<file path="src/hw/rtl/fps_pkg.sv">
// Shared types, codes and sizes of the frame presentation scheduler.
// Depends on nothing; used by every module of the block.
package fps_pkg;

    localparam int QUEUE_DEPTH = 16;
    localparam int IDX_W       = (QUEUE_DEPTH > 1) ? $clog2(QUEUE_DEPTH) : 1;
    localparam int CNT_W       = $clog2(QUEUE_DEPTH + 1);

    localparam logic [63:0] RESET_START    = 64'd0;
    localparam logic [31:0] RESET_INTERVAL = 32'd16666667;

    localparam logic [1:0] CFG_START_TIME       = 2'd0;
    localparam logic [1:0] CFG_INITIAL_INTERVAL = 2'd1;

    typedef enum logic [1:0] {
        CMD_ENQUEUE = 2'd0,
        CMD_UPDATE  = 2'd1,
        CMD_RELEASE = 2'd2
    } t_cmd;

    typedef enum logic [2:0] {
        ST_OK        = 3'd0,
        ST_EMPTY     = 3'd1,
        ST_NOT_FOUND = 3'd2,
        ST_DUPLICATE = 3'd3,
        ST_FULL      = 3'd4
    } t_status;

    typedef enum logic [2:0] {
        S_IDLE,
        S_MATCH,
        S_ENCODE,
        S_MULTIPLY,
        S_APPLY
    } t_state;

    typedef struct packed {
        logic [31:0] id;
        logic [63:0] sched;
        logic        shown;
    } t_entry;

    typedef struct packed {
        logic load;
        logic shift;
        logic mark;
    } t_cell_ctrl;

    localparam t_entry ENTRY_BLANK = '{id: 32'd0, sched: 64'd0, shown: 1'b0};

endpackage

</file>
<file path="src/hw/rtl/fps_cell.sv">
// One queue slot: buffer id, requested time and presented mark.
// Depends on fps_pkg; instanced in a row by the top level.
module fps_cell
    import fps_pkg::*;
(
    input  logic        i_clk,
    input  logic        i_rst_n,
    input  t_cell_ctrl  i_ctrl,
    input  t_entry      i_load,
    input  t_entry      i_next,
    input  logic [31:0] i_key,
    input  logic        i_valid,
    output t_entry      o_entry,
    output logic        o_match,
    output logic        o_pending
);

    logic [31:0] r_id;
    logic [63:0] r_sched;
    logic        r_shown;

    always_ff @(posedge i_clk) begin
        if (!i_rst_n) begin
            r_shown <= 1'b0;
        end else begin
            priority if (i_ctrl.load) begin
                r_shown <= i_load.shown;
            end else if (i_ctrl.shift) begin
                r_shown <= i_next.shown;
            end else if (i_ctrl.mark) begin
                r_shown <= 1'b1;
            end else begin
                r_shown <= r_shown;
            end
        end
    end

    // Take a new word, or close up from the neighbour behind.
    always_ff @(posedge i_clk) begin
        priority if (i_ctrl.load) begin
            r_id    <= i_load.id;
            r_sched <= i_load.sched;
        end else if (i_ctrl.shift) begin
            r_id    <= i_next.id;
            r_sched <= i_next.sched;
        end else begin
            r_id    <= r_id;
            r_sched <= r_sched;
        end
    end

    assign o_entry   = '{id: r_id, sched: r_sched, shown: r_shown};
    assign o_match   = i_valid && (r_id == i_key);
    assign o_pending = i_valid && !r_shown;

endmodule

</file>
<file path="src/hw/rtl/frame_presentation_scheduler_core.sv">
// Top level of the frame presentation scheduler: command sequencer, row of cells.
// Depends on fps_pkg and fps_cell.
//
//  channel  | direction | handshake             | payload
//  ---------+-----------+-----------------------+---------------------------------------
//  command  | in        | i_in_valid/o_in_stall | i_command i_buffer_id i_shown_time
//           |           |                       | i_new_interval
//  result   | out       | o_out_valid/i_out_stall| o_status o_scheduled_time o_out_of_order
//  config   | in        | i_cfg_we              | i_cfg_index i_cfg_data
//
// Each command word is captured at acceptance and its result word is registered after
// id match across the cells, one-hot encode, the interval multiply, and the apply step
// with its 64-bit add and compare. The next command is taken the cycle after the apply
// step and not before, so commands do not overlap.
// Reset is synchronous and needs no clearing pass; occupancy follows the fill count.
// A stalled result word holds the apply step, and with it the command side.
module frame_presentation_scheduler_core
    import fps_pkg::*;
(
    input  logic        i_clk,
    input  logic        i_rst_n,
    input  logic        i_in_valid,
    output logic        o_in_stall,
    input  logic [1:0]  i_command,
    input  logic [31:0] i_buffer_id,
    input  logic [63:0] i_shown_time,
    input  logic [31:0] i_new_interval,
    output logic        o_out_valid,
    input  logic        i_out_stall,
    output logic [2:0]  o_status,
    output logic [63:0] o_scheduled_time,
    output logic        o_out_of_order,
    input  logic        i_cfg_we,
    input  logic [1:0]  i_cfg_index,
    input  logic [63:0] i_cfg_data
);

    // Sequencer state and captured command word.
    t_state r_state, n_state;
    logic [1:0]  r_command;
    logic [31:0] r_buffer_id;
    logic [63:0] r_shown_time;
    logic [31:0] r_new_interval;

    // Schedule state.
    logic [CNT_W-1:0] r_count;
    logic [63:0]      r_last;
    logic [31:0]      r_interval;

    // Per-command working registers.
    logic [QUEUE_DEPTH-1:0] r_hit, r_pend, r_therm;
    logic                   r_found, r_ooo, r_late;
    logic [CNT_W-1:0]       r_after;
    logic [63:0]            r_sel_sched;
    logic [31+CNT_W:0]      r_prod;

    // Result word.
    logic        r_out_valid;
    logic [2:0]  r_status;
    logic [63:0] r_sched_out;
    logic        r_ooo_out;

    logic w_accept, w_out_free, w_apply;
    logic w_enq_ok, w_upd_ok, w_rel_ok;

    t_entry                 w_entry [QUEUE_DEPTH];
    logic [QUEUE_DEPTH-1:0] w_match, w_pending;
    t_entry                 w_load;

    assign w_accept   = i_in_valid && !o_in_stall;
    assign w_out_free = !r_out_valid || !i_out_stall;

    // ---- sequencer ----
    always_comb begin
        n_state = r_state;
        unique case (r_state)
            S_IDLE:     if (i_in_valid) n_state = S_MATCH;
            S_MATCH:    n_state = S_ENCODE;
            S_ENCODE:   n_state = S_MULTIPLY;
            S_MULTIPLY: n_state = S_APPLY;
            S_APPLY:    if (w_out_free) n_state = S_IDLE;
            default:    n_state = S_IDLE;
        endcase
    end

    always_comb begin
        o_in_stall = (r_state != S_IDLE);
        w_apply    = (r_state == S_APPLY) && w_out_free;
    end

    always_ff @(posedge i_clk) begin
        if (!i_rst_n) begin
            r_state <= S_IDLE;
        end else begin
            r_state <= n_state;
        end
    end

    always_ff @(posedge i_clk) begin
        if (w_accept) begin
            r_command      <= i_command;
            r_buffer_id    <= i_buffer_id;
            r_shown_time   <= i_shown_time;
            r_new_interval <= i_new_interval;
        end
    end

    // ---- row of cells ----
    assign w_enq_ok = (r_command == CMD_ENQUEUE) && !r_found
                      && (r_count < CNT_W'(QUEUE_DEPTH));
    assign w_upd_ok = (r_command == CMD_UPDATE) && (r_count != '0) && r_found;
    assign w_rel_ok = (r_command == CMD_RELEASE) && r_found;

    assign w_load = '{id: r_buffer_id, sched: r_last + 64'(r_interval), shown: 1'b0};

    for (genvar g = 0; g < QUEUE_DEPTH; g++) begin : g_cell
        t_cell_ctrl w_ctrl;
        t_entry     w_next;

        assign w_ctrl = '{load:  w_apply && w_enq_ok && (r_count == CNT_W'(g)),
                          shift: w_apply && w_rel_ok && r_therm[g],
                          mark:  w_apply && w_upd_ok && r_hit[g]};

        if (g < QUEUE_DEPTH - 1) begin : g_inner
            assign w_next = w_entry[g + 1];
        end else begin : g_tail
            assign w_next = ENTRY_BLANK;
        end

        fps_cell u_cell (
            .i_clk     (i_clk),
            .i_rst_n   (i_rst_n),
            .i_ctrl    (w_ctrl),
            .i_load    (w_load),
            .i_next    (w_next),
            .i_key     (r_buffer_id),
            .i_valid   (CNT_W'(g) < r_count),
            .o_entry   (w_entry[g]),
            .o_match   (w_match[g]),
            .o_pending (w_pending[g])
        );
    end

    // ---- match, encode, multiply ----
    logic [IDX_W-1:0]       w_pos;
    logic [63:0]            w_sel_sched;
    logic [QUEUE_DEPTH-1:0] w_first_pend;
    logic [63:0]            w_diff;

    // At most one cell matches, so an OR over the hits encodes and selects.
    always_comb begin
        w_pos       = '0;
        w_sel_sched = '0;
        for (int i = 0; i < QUEUE_DEPTH; i++) begin
            w_pos       = w_pos | ({IDX_W{r_hit[i]}} & IDX_W'(i));
            w_sel_sched = w_sel_sched | ({64{r_hit[i]}} & w_entry[i].sched);
        end
    end

    assign w_first_pend = r_pend & (~r_pend + 1'b1);
    assign w_diff       = r_shown_time - r_sel_sched;

    always_ff @(posedge i_clk) begin
        unique case (r_state)
            S_MATCH: begin
                r_hit  <= w_match;
                r_pend <= w_pending;
            end
            S_ENCODE: begin
                // Cells at and behind the hit close up on release.
                r_therm     <= ~r_hit + 1'b1;
                r_found     <= |r_hit;
                r_ooo       <= ((w_first_pend & r_hit) == '0);
                r_after     <= r_count - CNT_W'(w_pos) - 1'b1;
                r_sel_sched <= w_sel_sched;
            end
            S_MULTIPLY: begin
                r_prod <= r_interval * r_after;
                r_late <= (w_diff != '0) && !w_diff[63];
            end
            default: ;
        endcase
    end

    // ---- apply ----
    logic [63:0] w_cand;
    assign w_cand = r_shown_time + 64'(r_prod);

    always_ff @(posedge i_clk) begin
        if (!i_rst_n) begin
            r_count    <= '0;
            r_last     <= RESET_START;
            r_interval <= RESET_INTERVAL;
        end else if (i_cfg_we) begin
            if (i_cfg_index == CFG_START_TIME) begin
                r_last <= i_cfg_data;
            end else if (i_cfg_index == CFG_INITIAL_INTERVAL) begin
                r_interval <= i_cfg_data[31:0];
            end
        end else if (w_apply) begin
            if (w_enq_ok) begin
                r_count <= r_count + 1'b1;
                r_last  <= w_load.sched;
            end
            if (w_rel_ok) begin
                r_count <= r_count - 1'b1;
            end
            if (w_upd_ok) begin
                // Push the schedule forward only for a late frame.
                if (r_late && (w_cand > r_last)) begin
                    r_last <= w_cand;
                end
                r_interval <= r_new_interval;
            end
        end
    end

    // ---- result word ----
    always_ff @(posedge i_clk) begin
        if (!i_rst_n) begin
            r_out_valid <= 1'b0;
        end else if (w_apply) begin
            r_out_valid <= 1'b1;
        end else if (!i_out_stall) begin
            r_out_valid <= 1'b0;
        end
    end

    always_ff @(posedge i_clk) begin
        if (w_apply) begin
            r_sched_out <= '0;
            r_ooo_out   <= 1'b0;
            unique case (r_command)
                CMD_ENQUEUE: begin
                    if (r_found) begin
                        r_status <= ST_DUPLICATE;
                    end else if (!w_enq_ok) begin
                        r_status <= ST_FULL;
                    end else begin
                        r_status    <= ST_OK;
                        r_sched_out <= w_load.sched;
                    end
                end
                CMD_UPDATE: begin
                    if (r_count == '0) begin
                        r_status <= ST_EMPTY;
                    end else if (!r_found) begin
                        r_status <= ST_NOT_FOUND;
                    end else begin
                        r_status  <= ST_OK;
                        r_ooo_out <= r_ooo;
                    end
                end
                CMD_RELEASE: begin
                    r_status <= r_found ? ST_OK : ST_NOT_FOUND;
                end
                default: begin
                    r_status <= ST_OK;
                end
            endcase
        end
    end

    assign o_out_valid      = r_out_valid;
    assign o_status         = r_status;
    assign o_scheduled_time = r_sched_out;
    assign o_out_of_order   = r_ooo_out;

endmodule

</file>
<file path="config.mk">
export PLATFORM = sky130hd
export DESIGN_NAME = frame_presentation_scheduler_core
export DESIGN_NICKNAME = d
export VERILOG_FILES = /design/src/hw/rtl/fps_pkg.sv /design/src/hw/rtl/fps_cell.sv /design/src/hw/rtl/frame_presentation_scheduler_core.sv
export SDC_FILE = /design/constraint.sdc
export NUM_CORES = 2
export LEC_CHECK = 0
export ABC_AREA = 1
export BUFFER_PORTS_ARGS = -buffer_cell sky130_fd_sc_hd__buf_2
export CAP_MARGIN = 20
export CORE_ASPECT_RATIO = 0.5
export CORE_UTILIZATION = 44
export DETAILED_ROUTE_END_ITERATION = 6
export MAX_ROUTING_LAYER = met4
export PLACE_DENSITY_LB_ADDON = 0.05
export SLEW_MARGIN = 5
export SYNTH_ARGS = -nofsm -noshare
export SYNTH_HDL_FRONTEND = slang
export SYNTH_SLANG_ARGS = --single-unit
</file>
<file path="constraint.sdc">
create_clock -name i_clk -period 18.53 [get_ports i_clk]
set_input_delay 3.706 -clock i_clk [delete_from_list [all_inputs] [get_ports i_clk]]
set_output_delay 3.706 -clock i_clk [all_outputs]
set_load 0.01 [all_outputs]
</file>
---- After elaboration in Yosys (flattened, before gate mapping) ----
Cells that the tools add are included.
storage, ports and cells
  flip-flop bits (word level) ............. 2,012
  bits of input ports ..................... 201
  output and inout bits ................... 70
operators by class
  add/sub/neg operators ................... 9
  multipliers ............................. 1
  $lt $le $gt $ge ......................... 18
  equality and inequality tests ........... 44
  mux-type cells .......................... 117
  bitwise logic cells ..................... 55
  reductions and logical operators ........ 179
operators by type and width
  cell                                                                         number
  64-bit 2-to-1 mux                                                            38
  32-bit 2-to-1 mux                                                            37
  64-bit AND                                                                   16
  64-bit OR                                                                    15
  32-bit == test                                                               16
  1-bit logical AND                                                            92
  2-bit nonzero test                                                           34
  64-bit by 32-bit adder with 64-bit output                                    1
  64-bit by 37-bit adder with 64-bit output                                    1
  64-bit > comparator                                                          1
  64-bit nonzero test                                                          1
  64-bit subtractor                                                            1
  5-bit by 4-bit == test with 1-bit output, second input constant              8
  4-bit by 5-bit less-than comparator with 1-bit output, first input constant  8
  32-bit by 5-bit multiplier with 37-bit output                                1
  16-bit by 1-bit adder with 16-bit output, second input constant              2
  16-bit AND                                                                   2
  1-bit 2-to-1 mux                                                             32
  16-bit NOT                                                                   2
  2-bit OR reduction                                                           15
  4-bit OR                                                                     7
  1-bit logical NOT                                                            21
  5-bit by 3-bit == test with 1-bit output, second input constant              4
  3-bit by 5-bit less-than comparator with 1-bit output, first input constant  4
  other kinds (38)                                                             64

---- Longest topological paths before layout ----
  depth after elaboration ................. 16
  mapped depth ............................ 34
  mapped depth without buffers ............ 33

---- Hierarchy ----
From an unflattened synthesis, not the netlist that was laid out.
second synthesis, totals
  cells, all modules ...................... 15,513
  area total of the unflattened synthesis .. 120,110.2 um^2
by module, submodules not included
  module                             times used  cells each  area an instance (um^2)
  fps_cell                           16          557         4,759.6
  frame_presentation_scheduler_core  1           6,601       43,957.2

---- Least setup slack after synthesis ----
No wires, ideal clock.
  path kind ............................... input -> register
  from .................................... in i_out_stall
  to ...................................... reg g_cell[12].u_cell.r_id[0], enable pin
  setup time .............................. 812 ps
  data arrival time ....................... 13,752 ps
  slack ................................... 3,966 ps
  stages .................................. 5
  cells stage by stage .................... nand2_1 nand2_2 nor2_4 inv_2 o41ai_1
between the ends
  longest elaborated chain between the ends .. 6
  elaborated cells between the ends (all ways) .. 8
  classes of those cells .................. 8 x reduce/logical
RTL lines
  item                                               line                                                                                source
  from (decl)                                        frame_presentation_scheduler_core.sv:29                                             input logic i_out_stall,
  1-bit logical NOT (*)                              --
  1-bit logical OR (*)                               frame_presentation_scheduler_core.sv:71                                             assign w_out_free = !r_out_valid || !i_out_stall;
  1-bit logical AND (*)                              frame_presentation_scheduler_core.sv:88                                             w_apply = (r_state == S_APPLY) && w_out_free;
  1-bit logical AND (on tied branches) (2 in a row)  frame_presentation_scheduler_core.sv:121, frame_presentation_scheduler_core.sv:120
  2-bit nonzero test (no source line) (*)            --
  to (signal assigned)                               fps_cell.sv:41                                                                      r_id <= i_load.id;
  to (signal assigned)                               fps_cell.sv:44                                                                      r_id <= i_next.id;
  to (signal assigned)                               fps_cell.sv:47                                                                      r_id <= r_id;
  to (decl)                                          fps_cell.sv:18                                                                      logic [31:0] r_id;
Mark *: on every way between the ends. The rest lies on a longest branch, timed or not.
A chain may end at the register's enable or synchronous reset.

---- Final worst setup path ----
  from .................................... in i_out_stall
  to ...................................... reg g_cell[9].u_cell.r_sched[7], enable pin
between the ends
  longest elaborated chain between the ends .. 6
  elaborated cells between the ends (all ways) .. 8
  classes of those cells .................. 8 x reduce/logical
RTL lines
  item                                               line                                                                                source
  1-bit logical NOT (*)                              --
  1-bit logical OR (*)                               frame_presentation_scheduler_core.sv:71
  1-bit logical AND (*)                              frame_presentation_scheduler_core.sv:88
  1-bit logical AND (on tied branches) (2 in a row)  frame_presentation_scheduler_core.sv:121, frame_presentation_scheduler_core.sv:120
  2-bit nonzero test (no source line) (*)            --
  to (signal assigned)                               fps_cell.sv:42                                                                      r_sched <= i_load.sched;
  to (signal assigned)                               fps_cell.sv:45                                                                      r_sched <= i_next.sched;
  to (signal assigned)                               fps_cell.sv:48                                                                      r_sched <= r_sched;
  to (decl)                                          fps_cell.sv:19                                                                      logic [63:0] r_sched;
Marks and branches as above.

==> flow_summary.ini <==
[final_layout]
proportion_of_layout_cells_with_a_drive_suffix_above_1 = 0.07274
multiInputGateArea_mm2 = 0.04630
regArea_mm2 = 0.05921
layout.cell_area.non_filler_mm2 = 0.1229
area_growth_pct = 9.800
final_net_count = 13100
layout.filler_cells = 24590

[synthesis]
synth_top_cells_by_area = edfxtp_1 51%, nand2_1 13%, o21ai_0 7.2%, inv_1 3.5%, ha_1 2.8%
synth_edf_count = 1891
synth_nets = 13170
most_used_standard_cells_in_the_synthesized_netlist = 3805 x nand2_1, 1891 x edfxtp_1, 1606 x o21ai_0, 1055 x inv_1, 590 x nor2_1
synthCells = 12630
proportion_of_synthesized_chip_area_in_sequential_cells = 0.5289
yosys.area.top_type = edfxtp_1
synth-seq-cells = 2012
yosys.cell_types.count = 66
yosysWarnings = 0
synth_area_mm2 = 0.1119
avgSynthCellArea_um2 = 8.867
synth_top_flop_cell = edfxtp_1
yosys.area.top_type_share = 0.5072
post-synth-top-count-cell = nand2_1
async_flop_share = 0

[min_path]
timing.hold.worst_path_depth = 2
hold_path_startpoint = g_cell[7].u_cell.r_sched[4]
hold_class = register to register
min_delay_worst_endpoint = g_cell[6].u_cell.r_sched[4]

[critical_path]
worst_path_cell_trace = buf_2, nand2_1, nand2_2, nor2_4, buf_4, inv_2, nor2_1, nand2_2, nand2_4, buf_4
rr_startpoint = r_shown_time[0]
criticalPathCategory = input port to register
setup.worst_path.start_class = input port
cp_max_stage_cell = nand2_4
ff2ff_setup_slack_ps = 11940
kind_of_end_point_of_the_critical_path = register
critical_path_fanouts_max = 58
worst_r2r_endpoint = r_last[60]
r2r_cells = 26
worstPathRequired_ps = 19000
cp_slowest_stage_delay_ps = 1000
worstPathArrival_ps = 7680

[sta]
finalClockSkew_ps = 91.10
hold_viol_final = 0
unrepaired_setup_endpoints_after_global_routing = no
tightestPinTransition_ps = 1392
timing.final.crit_period_ps = 7218
finalSetupViolations = 0
relSlewSlack = 0.07202
max_freq_mhz = 138.5
final_max_slew_viol_count = 0
finalSetupTns_ps = 0
final_min_period_over_clock_period = 0.3895

[placed_design]
io_buffer_count = 270
dp_hpwl_um = 322900
dpl_cell_area_mm2 = 0.1165
gp_routability_congestion = 0.9869

[clocking]
tritoncts.num_buffers = 198
cts_buffer_depth = 4
cts_setup_buffers = 0
clock-sinks = 2012
clk_root_buffer_cell = clkbuf_16
clkTransAtPathRegs_ps = 70
ctsHtreeMaxLevel = 4
cts_tree = done
post_cts_hold_buffer_count = 0
latest_clock_arrival_within_the_worst_skew_pair_ps = 910
post_cts.resized_instances = 0

[power]
leakage_nw = 50.02
power.density_mw_per_mm2 = 88.49
max-vdd-ir-drop_v = 0.00007027

[die]
die_x_extent_um = 715.3
die_area_mm2 = 0.2566
core.rowCount = 130
floorplan.die.height_um = 358.7
initial_core_util = 0.4443
core_region_area_mm2 = 0.2520
design.portCount = 271

[route]
drt-wirelength-per-cell_um = 27.83
drt_first_iter_violations = 11580
vias_cell = 5.857
drc_errors = 9
firstDrtPassIters = 7
final_routed_wirelength_um = 447900
antenna_left = 0
route.vias.total = 94260

[outcome]
failed_checks = design-rule violations
outcome = finished, violations left

[grt]
globalRouteTotalUtil = 0.3503
wire_length_of_the_first_global_routing_pass_um = 630100
grt_antenna_before_repair = 20
grt_max_degree = 195
grt_pass1_vias = 86390
gr-total-overflow = 0

[flow_run]
max_cap_viol_count = 0
==> layer usage <==
metal | track usage | part of all wire | vias up
met3 | 0.06099 | 0.087 | 692
met2 | 0.5329 | 0.44 | 4171
met1 | 0.4718 | 0.43 | 46430
met5 | - | 0 | -
met4 | 0.1294 | 0.043 | 0
li1 | - | - | 42970
==> where the power goes <==
part	leakage, nW	switching (mW)	internal [mW]
combinational	28.9	1.18	0.440
sequential	18.1	0.0719	5.00
clock	3.08	1.91	2.28
total	50.0	3.16	7.72
==> stage by stage <==
step           power, mW  setup WS (ps)  hold WS [ps]  instances    util
2_1_floorplan      6.059           3966         424.4      12630       -
3_3_place_gp       6.757          10580         513.7      15720  0.4625
3_5_place_dp       6.759          10570         513.6      15720  0.4626
4_1_cts            10.90          11440         518.6      16080  0.4877
5_1_grt            11.20          11220         537.8      16090  0.4878
6_report           10.88          11310         508.4      16090  0.4879
==> worst max-delay path by stage <==
stage,cells after the start,startpoint,slack [ps],endpoint
2_1_floorplan,5,i_out_stall,3970,g_cell[12].u_cell.r_id[0]
3_3_place_gp,10,i_out_stall,10580,g_cell[9].u_cell.r_sched[21]
3_5_place_dp,10,i_out_stall,10570,g_cell[9].u_cell.r_sched[21]
4_1_cts,10,i_out_stall,11440,g_cell[9].u_cell.r_sched[7]
5_1_grt,10,i_out_stall,11220,g_cell[9].u_cell.r_sched[7]
6_report,10,i_out_stall,11310,g_cell[9].u_cell.r_sched[7]
==> final cells by class <==
type,instances,share of cell area
Tap cell,3366,0.03426
Timing Repair Buffer,459,0.02309
Multi-Input combinational cell,8817,0.3766
Clock inverter,116,0.009365
Antenna cell,11,0.0002239
Inverter,1068,0.03269
Clock buffer,244,0.04205
Sequential cell,2012,0.4817
==> kinds of logic after synthesis <==
logic type / share of synthesized area
flops: 0.5289
xor+xnor: 0.03396
fa+ha+maj: 0.04486
simple gates: 0.1960
buf+inv: 0.06232
compound gates: 0.1339
==> placed cells by master, fill, tap and decap left out, drive strengths merged, types with 76 or more instances in the layout <==
cell type / instances
nand2: 3811
edfxtp: 1891
o21ai: 1724
inv: 1072
nor2: 598
a21oi: 475
buf: 459
nand3: 403
ha: 251
clkbuf: 244
xnor2: 241
nand4: 214
xor2: 193
a221oi: 186
dfxtp: 121
or2: 106
fa: 94
clkinv: 82
nor3: 76
==> registers in the layout, summed over array words and instances, names as in the netlist, 16 cells and up <==
signal and count:
g_cell.u_cell.r_id 512, g_cell.u_cell.r_sched 1024, g_cell.u_cell.r_shown 16, o_scheduled_time 64, r_buffer_id 32, r_hit 16, r_interval 32, r_last 64
r_new_interval 32, r_pend 16, r_prod 37, r_sel_sched 64, r_shown_time 64, r_therm 16
==> critical path, delay by kind of cell <==
family	cells	cell delay [ps]
buffers and inverters	4	1340
AND/OR/NAND/NOR	6	2530
(Power assumes the default switching activity.)
